**src/hw/rtl/pmfp_pkg.sv**
```systemverilog
// Shared types and constants for the pulse meter with filter and period.
// Used by every module of the block; has no dependencies of its own.
package pmfp_pkg;

  localparam int DATA_W      = 32;
  localparam int CFG_IDX_W   = 2;
  localparam int QUEUE_DEPTH = 2;

  // input opcodes
  localparam logic OP_PIN  = 1'b0;
  localparam logic OP_POLL = 1'b1;

  // filter modes
  localparam logic FILTER_SPACING = 1'b0;
  localparam logic FILTER_LEVEL   = 1'b1;

  // configuration register indexes
  localparam logic [CFG_IDX_W-1:0] CFG_FILTER_MODE  = 2'd0;
  localparam logic [CFG_IDX_W-1:0] CFG_FILTER_TIME  = 2'd1;
  localparam logic [CFG_IDX_W-1:0] CFG_TIMEOUT_TIME = 2'd2;
  localparam logic [CFG_IDX_W-1:0] CFG_MAX_PERIOD   = 2'd3;

  // configuration reset values
  localparam logic [DATA_W-1:0] RST_FILTER_TIME  = 32'd13;
  localparam logic [DATA_W-1:0] RST_TIMEOUT_TIME = 32'd300000000;
  localparam logic [DATA_W-1:0] RST_MAX_PERIOD   = 32'd0;

  typedef struct packed {
    logic              opcode;
    logic              pin_level;
    logic [DATA_W-1:0] now_us;
  } in_item_t;

  typedef struct packed {
    logic [DATA_W-1:0] pulse_count;
    logic [DATA_W-1:0] period_us;
    logic              flow_valid;
    logic              flow_zero;
    logic [DATA_W-1:0] total_pulses;
  } out_item_t;

  typedef struct packed {
    logic              filter_mode;
    logic [DATA_W-1:0] filter_time;
    logic [DATA_W-1:0] timeout_time;
    logic [DATA_W-1:0] max_period;
  } cfg_t;

  // one poll result waiting for its period division
  typedef struct packed {
    logic [DATA_W-1:0] num;
    logic [DATA_W-1:0] cnt;
    logic              flow_valid;
    logic              flow_zero;
    logic [DATA_W-1:0] total;
  } job_t;

endpackage

```
**src/hw/rtl/pmfp_front.sv**
```systemverilog
// Front end: accepts pin events and polls, runs the deglitch filters and the
// per-poll accounting, and hands division jobs to the queue. Uses pmfp_pkg.
module pmfp_front
  import pmfp_pkg::*;
(
  input  logic     clk,
  input  logic     rst_n,
  input  logic     in_valid,
  output logic     in_ready,
  input  in_item_t in_data,
  input  cfg_t     cfg,
  output logic     job_valid,
  input  logic     job_ready,
  output job_t     job
);

  typedef enum logic [1:0] {F_IDLE, F_ACCT, F_PUSH} fstate_t;
  typedef enum logic [1:0] {M_INITIAL, M_RUNNING, M_TIMED_OUT} meter_t;

  fstate_t           state_r;
  meter_t            mode_r;
  logic [DATA_W-1:0] last_sent_r, last_det_r, last_rise_r, pending_r;
  logic [DATA_W-1:0] last_evt_r, lpe_r, total_r;
  logic              last_pin_r, latched_r, peek_r;
  logic [DATA_W-1:0] poll_now_r, cnt_r, det_r;

  // pin update
  logic              in_acc, is_poll, do_rise, do_level;
  logic [DATA_W-1:0] since_sent, since_evt;
  logic [DATA_W-1:0] sent_u, det_u, rise_u, pending_u, evt_u;
  logic              pin_u, latched_u;

  // poll accounting
  logic              dec, peek_mid, inc;
  logic [DATA_W-1:0] since_rise, cnt_a;
  logic              cnt_nz, timeout_hit;
  logic [DATA_W-1:0] total_sum, elapsed;

  assign in_ready  = (state_r == F_IDLE);
  assign in_acc    = in_valid && in_ready;
  assign is_poll   = (in_data.opcode == OP_POLL);
  assign job_valid = (state_r == F_PUSH);

  always_comb begin
    do_rise  = 1'b0;
    do_level = 1'b0;
    if (is_poll) begin
      do_rise  = (cfg.filter_mode == FILTER_SPACING) && in_data.pin_level && !last_pin_r;
      do_level = (cfg.filter_mode == FILTER_LEVEL) && (in_data.pin_level != last_pin_r);
    end else begin
      do_rise  = (cfg.filter_mode == FILTER_SPACING) && in_data.pin_level;
      do_level = (cfg.filter_mode == FILTER_LEVEL);
    end
  end

  always_comb begin
    since_sent = in_data.now_us - last_sent_r;
    since_evt  = in_data.now_us - last_evt_r;
    sent_u     = last_sent_r;
    det_u      = last_det_r;
    rise_u     = last_rise_r;
    pending_u  = pending_r;
    evt_u      = last_evt_r;
    pin_u      = last_pin_r;
    latched_u  = latched_r;
    if (do_rise) begin
      if (since_sent >= cfg.filter_time) begin
        sent_u    = in_data.now_us;
        det_u     = in_data.now_us;
        rise_u    = in_data.now_us;
        pending_u = pending_r + 1'b1;
      end
      pin_u = 1'b1;
    end else if (do_level) begin
      if ((since_evt >= cfg.filter_time) && latched_r && !last_pin_r) begin
        latched_u = 1'b0;
      end else if ((since_evt >= cfg.filter_time) && !latched_r && last_pin_r) begin
        latched_u = 1'b1;
        det_u     = last_evt_r;
        pending_u = pending_r + 1'b1;
      end
      rise_u = (!latched_u && in_data.pin_level) ? in_data.now_us : det_u;
      evt_u  = in_data.now_us;
      pin_u  = in_data.pin_level;
    end
    // a poll always takes the sampled level, even when it was not a change
    if (is_poll) begin
      pin_u = in_data.pin_level;
    end
  end

  // repay an owed early count, then maybe count a stable pending edge early
  always_comb begin
    dec        = peek_r && (pending_r != '0);
    peek_mid   = peek_r && !dec;
    since_rise = poll_now_r - last_rise_r;
    inc        = !peek_mid && (last_rise_r != last_det_r) && (since_rise >= cfg.filter_time);
    cnt_a      = pending_r;
    if (inc && !dec) begin
      cnt_a = pending_r + 1'b1;
    end else if (dec && !inc) begin
      cnt_a = pending_r - 1'b1;
    end
  end

  always_comb begin
    cnt_nz         = (cnt_r != '0);
    total_sum      = total_r + cnt_r;
    elapsed        = poll_now_r - lpe_r;
    timeout_hit    = !cnt_nz && (mode_r != M_TIMED_OUT) && (elapsed > cfg.timeout_time);
    job.num        = det_r - lpe_r;
    job.cnt        = cnt_r;
    job.flow_valid = cnt_nz && (mode_r == M_RUNNING);
    job.flow_zero  = timeout_hit;
    job.total      = cnt_nz ? total_sum : total_r;
  end

  always_ff @(posedge clk) begin
    if (!rst_n) begin
      state_r     <= F_IDLE;
      mode_r      <= M_INITIAL;
      last_sent_r <= '0;
      last_det_r  <= '0;
      last_rise_r <= '0;
      pending_r   <= '0;
      last_evt_r  <= '0;
      lpe_r       <= '0;
      total_r     <= '0;
      last_pin_r  <= 1'b0;
      latched_r   <= 1'b0;
      peek_r      <= 1'b0;
    end else begin
      unique case (state_r)
        F_IDLE: begin
          if (in_acc) begin
            last_sent_r <= sent_u;
            last_det_r  <= det_u;
            last_rise_r <= rise_u;
            pending_r   <= pending_u;
            last_evt_r  <= evt_u;
            last_pin_r  <= pin_u;
            latched_r   <= latched_u;
            if (is_poll) begin
              state_r <= F_ACCT;
            end
          end
        end
        F_ACCT: begin
          pending_r <= '0;
          peek_r    <= peek_mid || inc;
          state_r   <= F_PUSH;
        end
        F_PUSH: begin
          if (job_ready) begin
            if (cnt_nz) begin
              total_r <= total_sum;
              mode_r  <= M_RUNNING;
              lpe_r   <= det_r;
            end else if (timeout_hit) begin
              mode_r <= M_TIMED_OUT;
            end
            state_r <= F_IDLE;
          end
        end
        default: state_r <= F_IDLE;
      endcase
    end
  end

  // payload registers of the poll in flight
  always_ff @(posedge clk) begin
    if (in_acc && is_poll) begin
      poll_now_r <= in_data.now_us;
    end
    if (state_r == F_ACCT) begin
      cnt_r <= cnt_a;
      det_r <= inc ? last_rise_r : last_det_r;
    end
  end

endmodule

```
**src/hw/rtl/pmfp_queue.sv**
```systemverilog
// Short FIFO of division jobs between the front end and the divider.
// Register based, depth from pmfp_pkg.
module pmfp_queue
  import pmfp_pkg::*;
(
  input  logic clk,
  input  logic rst_n,
  input  logic push_valid,
  output logic push_ready,
  input  job_t push_data,
  output logic pop_valid,
  input  logic pop_ready,
  output job_t pop_data
);

  localparam int PTR_W = (QUEUE_DEPTH > 1) ? $clog2(QUEUE_DEPTH) : 1;
  localparam int CNT_W = $clog2(QUEUE_DEPTH + 1);
  localparam logic [PTR_W-1:0] LAST = PTR_W'(QUEUE_DEPTH - 1);
  localparam logic [CNT_W-1:0] FULL = CNT_W'(QUEUE_DEPTH);

  job_t             mem_r [QUEUE_DEPTH];
  logic [PTR_W-1:0] wr_ptr_r, rd_ptr_r;
  logic [CNT_W-1:0] count_r;
  logic             push, pop;

  assign push_ready = (count_r != FULL);
  assign pop_valid  = (count_r != '0);
  assign push       = push_valid && push_ready;
  assign pop        = pop_valid && pop_ready;
  assign pop_data   = mem_r[rd_ptr_r];

  always_ff @(posedge clk) begin
    if (push) begin
      mem_r[wr_ptr_r] <= push_data;
    end
  end

  always_ff @(posedge clk) begin
    if (!rst_n) begin
      wr_ptr_r <= '0;
      rd_ptr_r <= '0;
      count_r  <= '0;
    end else begin
      if (push) begin
        wr_ptr_r <= (wr_ptr_r == LAST) ? '0 : wr_ptr_r + 1'b1;
      end
      if (pop) begin
        rd_ptr_r <= (rd_ptr_r == LAST) ? '0 : rd_ptr_r + 1'b1;
      end
      if (push && !pop) begin
        count_r <= count_r + 1'b1;
      end else if (pop && !push) begin
        count_r <= count_r - 1'b1;
      end
    end
  end

endmodule

```
**src/hw/rtl/pmfp_back.sv**
```systemverilog
// Back end: serial restoring divider for the mean period, clamp, and the
// output register toward the result channel. Uses pmfp_pkg.
module pmfp_back
  import pmfp_pkg::*;
(
  input  logic              clk,
  input  logic              rst_n,
  input  logic              job_valid,
  output logic              job_ready,
  input  job_t              job,
  input  logic [DATA_W-1:0] max_period,
  output logic              out_valid,
  input  logic              out_ready,
  output out_item_t         out_data
);

  localparam int BIT_W = $clog2(DATA_W);

  typedef enum logic [1:0] {B_IDLE, B_DIV, B_FIN} bstate_t;

  bstate_t           state_r;
  logic [BIT_W-1:0]  bit_r;
  logic [DATA_W-1:0] rem_r, quo_r;
  job_t              job_r;
  logic              out_valid_r;
  out_item_t         out_r;

  logic [DATA_W:0]   trial, diff;
  logic              fits;
  logic [DATA_W-1:0] period;
  logic              fin_go;

  assign job_ready = (state_r == B_IDLE);
  assign out_valid = out_valid_r;
  assign out_data  = out_r;
  assign fin_go    = (state_r == B_FIN) && (!out_valid_r || out_ready);

  always_comb begin
    trial = {rem_r, quo_r[DATA_W-1]};
    diff  = trial - {1'b0, job_r.cnt};
    fits  = (trial >= {1'b0, job_r.cnt});
  end

  always_comb begin
    if (job_r.cnt == '0) begin
      period = '0;
    end else if (quo_r == '0) begin
      period = DATA_W'(1);
    end else if ((max_period != '0) && (quo_r > max_period)) begin
      period = max_period;
    end else begin
      period = quo_r;
    end
  end

  always_ff @(posedge clk) begin
    if (!rst_n) begin
      state_r     <= B_IDLE;
      out_valid_r <= 1'b0;
    end else begin
      if (fin_go) begin
        out_valid_r <= 1'b1;
      end else if (out_ready) begin
        out_valid_r <= 1'b0;
      end
      unique case (state_r)
        B_IDLE: begin
          if (job_valid) begin
            job_r   <= job;
            quo_r   <= job.num;
            rem_r   <= '0;
            bit_r   <= BIT_W'(DATA_W - 1);
            state_r <= (job.cnt == '0) ? B_FIN : B_DIV;
          end
        end
        B_DIV: begin
          // one quotient bit per cycle, MSB first
          quo_r <= {quo_r[DATA_W-2:0], fits};
          rem_r <= fits ? diff[DATA_W-1:0] : trial[DATA_W-1:0];
          bit_r <= bit_r - 1'b1;
          if (bit_r == '0) begin
            state_r <= B_FIN;
          end
        end
        B_FIN: begin
          // hold the result until the output register frees up
          if (fin_go) begin
            out_r.pulse_count  <= job_r.cnt;
            out_r.period_us    <= period;
            out_r.flow_valid   <= job_r.flow_valid;
            out_r.flow_zero    <= job_r.flow_zero;
            out_r.total_pulses <= job_r.total;
            state_r            <= B_IDLE;
          end
        end
        default: state_r <= B_IDLE;
      endcase
    end
  end

endmodule

```
**src/hw/rtl/pulse_meter_filter_period.sv**
```systemverilog
// Deglitched pulse counter and period meter, top level.
// Holds the configuration registers and ties front end, queue and divider.
// Depends on pmfp_pkg, pmfp_front, pmfp_queue and pmfp_back.
//
// Usage:
//   in_*  : pin change events (opcode 0) and polls (opcode 1), each with the
//           sampled pin level and a microsecond timestamp. An event gives no
//           result; each poll gives exactly one result on out_*.
//   cfg_* : register writes (filter_mode, filter_time, timeout_time,
//           max_period at indexes 0..3), always ready; write only while idle.
//   Throughput: one event per cycle while no poll is in flight. A poll holds
//   the input through the front-end accounting and the push to the queue;
//   then the serial divider loads the job, forms 32 quotient bits at one bit
//   per cycle and clamps the result.
//   Up to two polls queue between front end and divider, so events keep
//   flowing while a division runs; when the receiver stalls, results wait in
//   the output register and the queue, and then the input stalls.
//   Reset: synchronous, active low; all counters and timestamps clear, the
//   pin is taken as low and the configuration returns to its defaults.
module pulse_meter_filter_period
  import pmfp_pkg::*;
(
  input  logic                 clk,
  input  logic                 rst_n,
  input  logic                 in_valid,
  output logic                 in_ready,
  input  in_item_t             in_data,
  output logic                 out_valid,
  input  logic                 out_ready,
  output out_item_t            out_data,
  input  logic                 cfg_valid,
  output logic                 cfg_ready,
  input  logic [CFG_IDX_W-1:0] cfg_index,
  input  logic [DATA_W-1:0]    cfg_data
);

  cfg_t cfg_r;
  logic fq_valid, fq_ready, qb_valid, qb_ready;
  job_t fq_job, qb_job;

  assign cfg_ready = 1'b1;

  always_ff @(posedge clk) begin
    if (!rst_n) begin
      cfg_r.filter_mode  <= FILTER_SPACING;
      cfg_r.filter_time  <= RST_FILTER_TIME;
      cfg_r.timeout_time <= RST_TIMEOUT_TIME;
      cfg_r.max_period   <= RST_MAX_PERIOD;
    end else if (cfg_valid && cfg_ready) begin
      unique case (cfg_index)
        CFG_FILTER_MODE:  cfg_r.filter_mode  <= cfg_data[0];
        CFG_FILTER_TIME:  cfg_r.filter_time  <= cfg_data;
        CFG_TIMEOUT_TIME: cfg_r.timeout_time <= cfg_data;
        CFG_MAX_PERIOD:   cfg_r.max_period   <= cfg_data;
        default: ;
      endcase
    end
  end

  pmfp_front u_front (
    .clk       (clk),
    .rst_n     (rst_n),
    .in_valid  (in_valid),
    .in_ready  (in_ready),
    .in_data   (in_data),
    .cfg       (cfg_r),
    .job_valid (fq_valid),
    .job_ready (fq_ready),
    .job       (fq_job)
  );

  pmfp_queue u_queue (
    .clk        (clk),
    .rst_n      (rst_n),
    .push_valid (fq_valid),
    .push_ready (fq_ready),
    .push_data  (fq_job),
    .pop_valid  (qb_valid),
    .pop_ready  (qb_ready),
    .pop_data   (qb_job)
  );

  pmfp_back u_back (
    .clk        (clk),
    .rst_n      (rst_n),
    .job_valid  (qb_valid),
    .job_ready  (qb_ready),
    .job        (qb_job),
    .max_period (cfg_r.max_period),
    .out_valid  (out_valid),
    .out_ready  (out_ready),
    .out_data   (out_data)
  );

  // a poll with no pulses reports no period and cannot be a valid measurement
  a_no_count_no_period: assert property (@(posedge clk) disable iff (!rst_n)
    out_valid && (out_data.pulse_count == '0) |->
      (out_data.period_us == '0) && !out_data.flow_valid)
    else $error("period or flow_valid set without pulses");

  // a counted poll never reports a zero period and never declares a timeout
  a_count_has_period: assert property (@(posedge clk) disable iff (!rst_n)
    out_valid && (out_data.pulse_count != '0) |->
      (out_data.period_us != '0) && !out_data.flow_zero)
    else $error("counted poll with zero period or timeout");

  // the clamp keeps the period at or below a nonzero maximum
  a_clamp: assert property (@(posedge clk) disable iff (!rst_n)
    out_valid && (cfg_r.max_period != '0) |-> (out_data.period_us <= cfg_r.max_period))
    else $error("period above max_period");

endmodule
```
**config.mk**
```make
export PLATFORM = sky130hd
export DESIGN_NAME = pulse_meter_filter_period
export DESIGN_NICKNAME = d
export VERILOG_FILES = /design/src/hw/rtl/pmfp_pkg.sv /design/src/hw/rtl/pmfp_front.sv /design/src/hw/rtl/pmfp_queue.sv /design/src/hw/rtl/pmfp_back.sv /design/src/hw/rtl/pulse_meter_filter_period.sv
export SDC_FILE = /design/constraint.sdc
export NUM_CORES = 2
export LEC_CHECK = 0
export CELL_PAD_IN_SITES_DETAIL_PLACEMENT = 1
export CELL_PAD_IN_SITES_GLOBAL_PLACEMENT = 1
export CORE_ASPECT_RATIO = 0.75
export CORE_MARGIN = 2
export CORE_UTILIZATION = 45
export CTS_CLUSTER_DIAMETER = 30
export CTS_CLUSTER_SIZE = 24
export DETAILED_ROUTE_END_ITERATION = 8
export DONT_BUFFER_PORTS = 1
export PLACE_DENSITY = 0.81
export SLEW_MARGIN = 0
export SYNTH_ARGS = -nofsm -noshare
export SYNTH_HDL_FRONTEND = slang
export SYNTH_HIERARCHICAL = 1
export SYNTH_SLANG_ARGS = --single-unit
```
**constraint.sdc**
```tcl
create_clock -name clk -period 11.8 [get_ports clk]
set_input_delay 1.77 -clock clk [delete_from_list [all_inputs] [get_ports clk]]
set_output_delay 1.77 -clock clk [all_outputs]
set_load 0.01 [all_outputs]
```
==> results.sh <==
export IMPL_status="finished clean"
export IMPL_place_congestion=0.939
export IMPL_cts_buffer_depth=3
export IMPL_critPathMaxStageDelay_ps=550
export IMPL_combinationalPowerShare_pct=22.4
export IMPL_synthCells=4770
export IMPL_criticalPathCategory="in2reg"
export IMPL_final_nets=5232
export IMPL_numCtsBuffers=159
export IMPL_cts_resized_gates=0
export IMPL_sw_frac_of_total_pct=32.0
export IMPL_yosys_register_bits=861
export IMPL_route_detailed_drc=0
export IMPL_max_freq_mhz=142
export IMPL_finalSetupViolations=0
export IMPL_grt_antenna_before_repair=1
export IMPL_track_usage_pct=27.0
export IMPL_layout_commonest_cell="nand2_1"
export IMPL_netlist_area_sq_mm=0.0496
export IMPL_post_place_ws_ps=4080
export IMPL_die_w_um=387
export IMPL_postCtsSetupBuffers=0
export IMPL_yosys_area_top_type="edfxtp_1"
export IMPL_r2r_slack_ps=4980
export IMPL_worstPathArrival_ps=7740
export IMPL_drv_cap=0
export IMPL_min_from="u_back/job_r[15]$_DFFE_PP_"
export IMPL_netSwitchingPower_uw=3510
export IMPL_start_util_pct=45.4
export IMPL_hold_depth=0
export IMPL_crit_slowest_cell="buf_4"
export IMPL_dr_wl_met3_um=10700
export IMPL_area_growth_pct=13.7
export IMPL_via_per_inst=5.97
export IMPL_critPathTopFamily="compound AO/OA/AOI/OAI gates"
export IMPL_design_core_area_sq_mm=0.109
export IMPL_slew_headroom_pct=20.6
export IMPL_clock_skew_ps=56.3
export IMPL_clockPowerShare_pct=42.9
export IMPL_regArea_sq_mm=0.0225
export IMPL_synth_seq_area_share_pct=45.4
export IMPL_post_drt_wl_per_cell_um=24.4
export IMPL_p_int_uw=7460
export IMPL_h_tree_depth=4
export IMPL_path_buf_inv=4
export IMPL_holdPathEnd="u_back/out_data[15]$_DFFE_PP_"
export IMPL_placedInstanceArea_sq_mm=0.0508
export IMPL_final_antenna_net_count=0
export IMPL_routed_top_layer="met4"
export IMPL_die_h_um=291
export IMPL_setup_slack_ps=4770
export IMPL_syn_area_per_cell_sq_um=10.4
export IMPL_leakagePower_uw=0.0217
export IMPL_synth_net_count=5233
export IMPL_hold_viol=0
export IMPL_row_count=105
export IMPL_hp_class="reg2reg"
export IMPL_cts_hold_buf=0
export IMPL_grt_overflow=0
export IMPL_nFillCells=11700
export IMPL_die_area_sq_mm=0.113
export IMPL_synth_edf_count=525
export IMPL_worstMarginPinSlew_ps=1190
export IMPL_num_vias=37900
export IMPL_yosysWarnings=6
export IMPL_max_vdd_ir_drop_v=0.000115
export IMPL_cts_tree="yes"
export IMPL_fin_setup_tns_ps=0
export IMPL_cts_root_buf="clkbuf_16"
export IMPL_period_share_pct=59.6
export IMPL_met1Wirelength_um=71300
export IMPL_worst_skew_pair_late_latency_ps=810
export IMPL_clk_pin_slew_ps=50
export IMPL_cp_required_ps=12510
export IMPL_async_reset_ff_share_pct=0
export IMPL_post_route_min_period_ps=7030
export IMPL_drtPass1Iterations=6
export IMPL_finalWirelength_um=155000
export IMPL_grt_pass1_wl_um=237000
export IMPL_critPathLaunchType="input port"
export IMPL_final_cell_mix="nand2_1, edfxtp_1, ha_1"
export IMPL_rr_worst_depth=25
export IMPL_rr_startpoint="u_front/poll_now_r[0]$_DFFE_PP_"
export IMPL_synth_area_leaders="edfxtp_1, dfxtp_1, ha_1"
export IMPL_yosysTopAreaCellShare_pct=31.8
export IMPL_drv_slew=0
export IMPL_cts_sinks=861
export IMPL_powerDensity_mw_per_mm2=195
export IMPL_met2RoutedLength_um=69000
export IMPL_synth_cell_types=96
export IMPL_multi_input_area_sq_mm=0.0249
export IMPL_drt_iter0_drc=3122
export IMPL_yosys_most_used_dff="edfxtp_1"
export IMPL_grt_start_max_net_pins=294
export IMPL_rsz0062_at_grt="no"
export IMPL_dp_hpwl_um=109000
export IMPL_grt_pass1_vias=39200
export IMPL_io_pins=174
export IMPL_p_seq_share_pct=34.7
export IMPL_worstPathMaxFanout=64
export IMPL_cp_end_kind="register"
export IMPL_drive_above_1_share_pct=11.2
export IMPL_worstReg2RegEnd="u_front/cnt_r[3]$_DFFE_PP_"
export IMPL_port_buffers=0
export IMPL_fin_area_sq_mm=0.0564
cell type report:
type,count,area share (%)
sequential,861,39.9
tap,1444,3.20
multi-input combinational,3351,44.2
antenna,2,0.00887
clock buffer,184,7.42
timing repair buffer,29,0.386
inverter,367,2.44
clock inverter,116,2.48
cells by family after synthesis:
| family | count (synthesis) | synth area share, % |
|---|---|---|
| and+or+nand+nor | 1258 | 12.3 |
| AOI/OAI and AO/OA | 1036 | 14.5 |
| DFF | 861 | 45.4 |
| buffers and inverters | 558 | 4.63 |
| muxes | 400 | 8.62 |
| adders and majority gates | 390 | 9.95 |
| xor gates and xnor gates | 266 | 4.70 |
| other | 1 | 0.00756 |
state kept, by name, summed over array words and instances, names as in the netlist, 5 cells and up, named ones only:
name,flops
u_front/poll_now_r,32
u_front/last_rise_r,32
u_front/last_evt_r,32
u_front/last_sent_r,32
u_back/job_r,66
u_front/cnt_r,32
u_back/quo_r,32
u_front/det_r,32
u_front/last_det_r,32
cfg_r,97
u_back/rem_r,32
u_back/out_data,98
u_front/pending_r,32
u_queue/mem_r,196
u_front/total_r,32
u_front/lpe_r,32
u_back/bit_r,5
synthesized netlist by cell type (18+ instances only):
master	number
a211oi_1	24
nand2b_1	34
dfxtp_1	336
ha_1	383
clkbuf_1	123
or3_1	18
a21boi_0	100
a21o_1	158
mux2i_1	242
nor2_1	190
nand4_1	78
nand2_1	552
a21oi_1	226
o211ai_1	30
xor2_1	73
nor3_1	38
edfxtp_1	525
xnor2_1	193
o21a_1	40
or2_2	24
a31oi_1	20
o21bai_1	26
o21ai_0	153
inv_1	367
and3_1	40
o311ai_0	26
nand3_1	69
mux2_4	20
and2_1	22
nor2b_1	64
o31ai_1	35
a22o_1	64
buf_2	21
nor4_1	54
mux2_2	138
how the worst max path moves through the flow:
stage | cells after the start | end | slack [ps] | startpoint
4_1_cts | 25 | u_front/last_rise_r[12]$_SDFFE_PN0P_ | 4880 | in_data[0]
2_1_floorplan | 2 | u_back/out_data[0]$_DFFE_PP_ | 2130 | out_ready
3_3_place_gp | 25 | u_front/last_det_r[5]$_SDFFE_PN0P_ | 4280 | in_data[0]
5_1_grt | 25 | u_front/pending_r[22]$_SDFFE_PN0P_ | 4390 | in_data[0]
3_5_place_dp | 25 | u_front/last_rise_r[0]$_SDFFE_PN0P_ | 4080 | in_data[0]
6_report | 25 | u_front/last_det_r[7]$_SDFFE_PN0P_ | 4770 | in_data[0]
per-stage QoR:
| step | util [%] | power, uW | hold WS (ps) | std cells |
|---|---|---|---|---|
| 2_1_floorplan | - | 5600 | 400 | 4770 |
| 3_3_place_gp | 46.5 | 6110 | 404 | 6052 |
| 3_5_place_dp | 46.5 | 6230 | 406 | 6052 |
| 4_1_cts | 51.6 | 11000 | 405 | 6352 |
| 5_1_grt | 51.6 | 11400 | 411 | 6352 |
| 6_report | 51.6 | 11000 | 398 | 6354 |
worst register-to-register path: cells and delay by family, from the launching register on:
kind	cells	cell delay, ps
flops	1	350
simple gates	6	1420
compound gates	12	3280
buf+inv	2	230
fa+ha+maj	3	890
xor+xnor	2	450
layer usage:
metal | vias up | GRT usage, %
met5 | - | 0
met4 | 0 | 8.88
met3 | 276 | 5.19
met2 | 1295 | 41.8
met1 | 19000 | 37.9
li1 | 17400 | -
power by group through the flow:
stage / clock network, uW / logic [uW] / registers, uW
3_5_place_dp: 0 / 2380 / 3850
5_1_grt: 4920 / 2700 / 3820
3_3_place_gp: 0 / 2280 / 3830
6_report: 4710 / 2460 / 3800
4_1_cts: 4780 / 2440 / 3800
2_1_floorplan: 0 / 1860 / 3740
No activity file was read; power rests on OpenSTA's default activity.
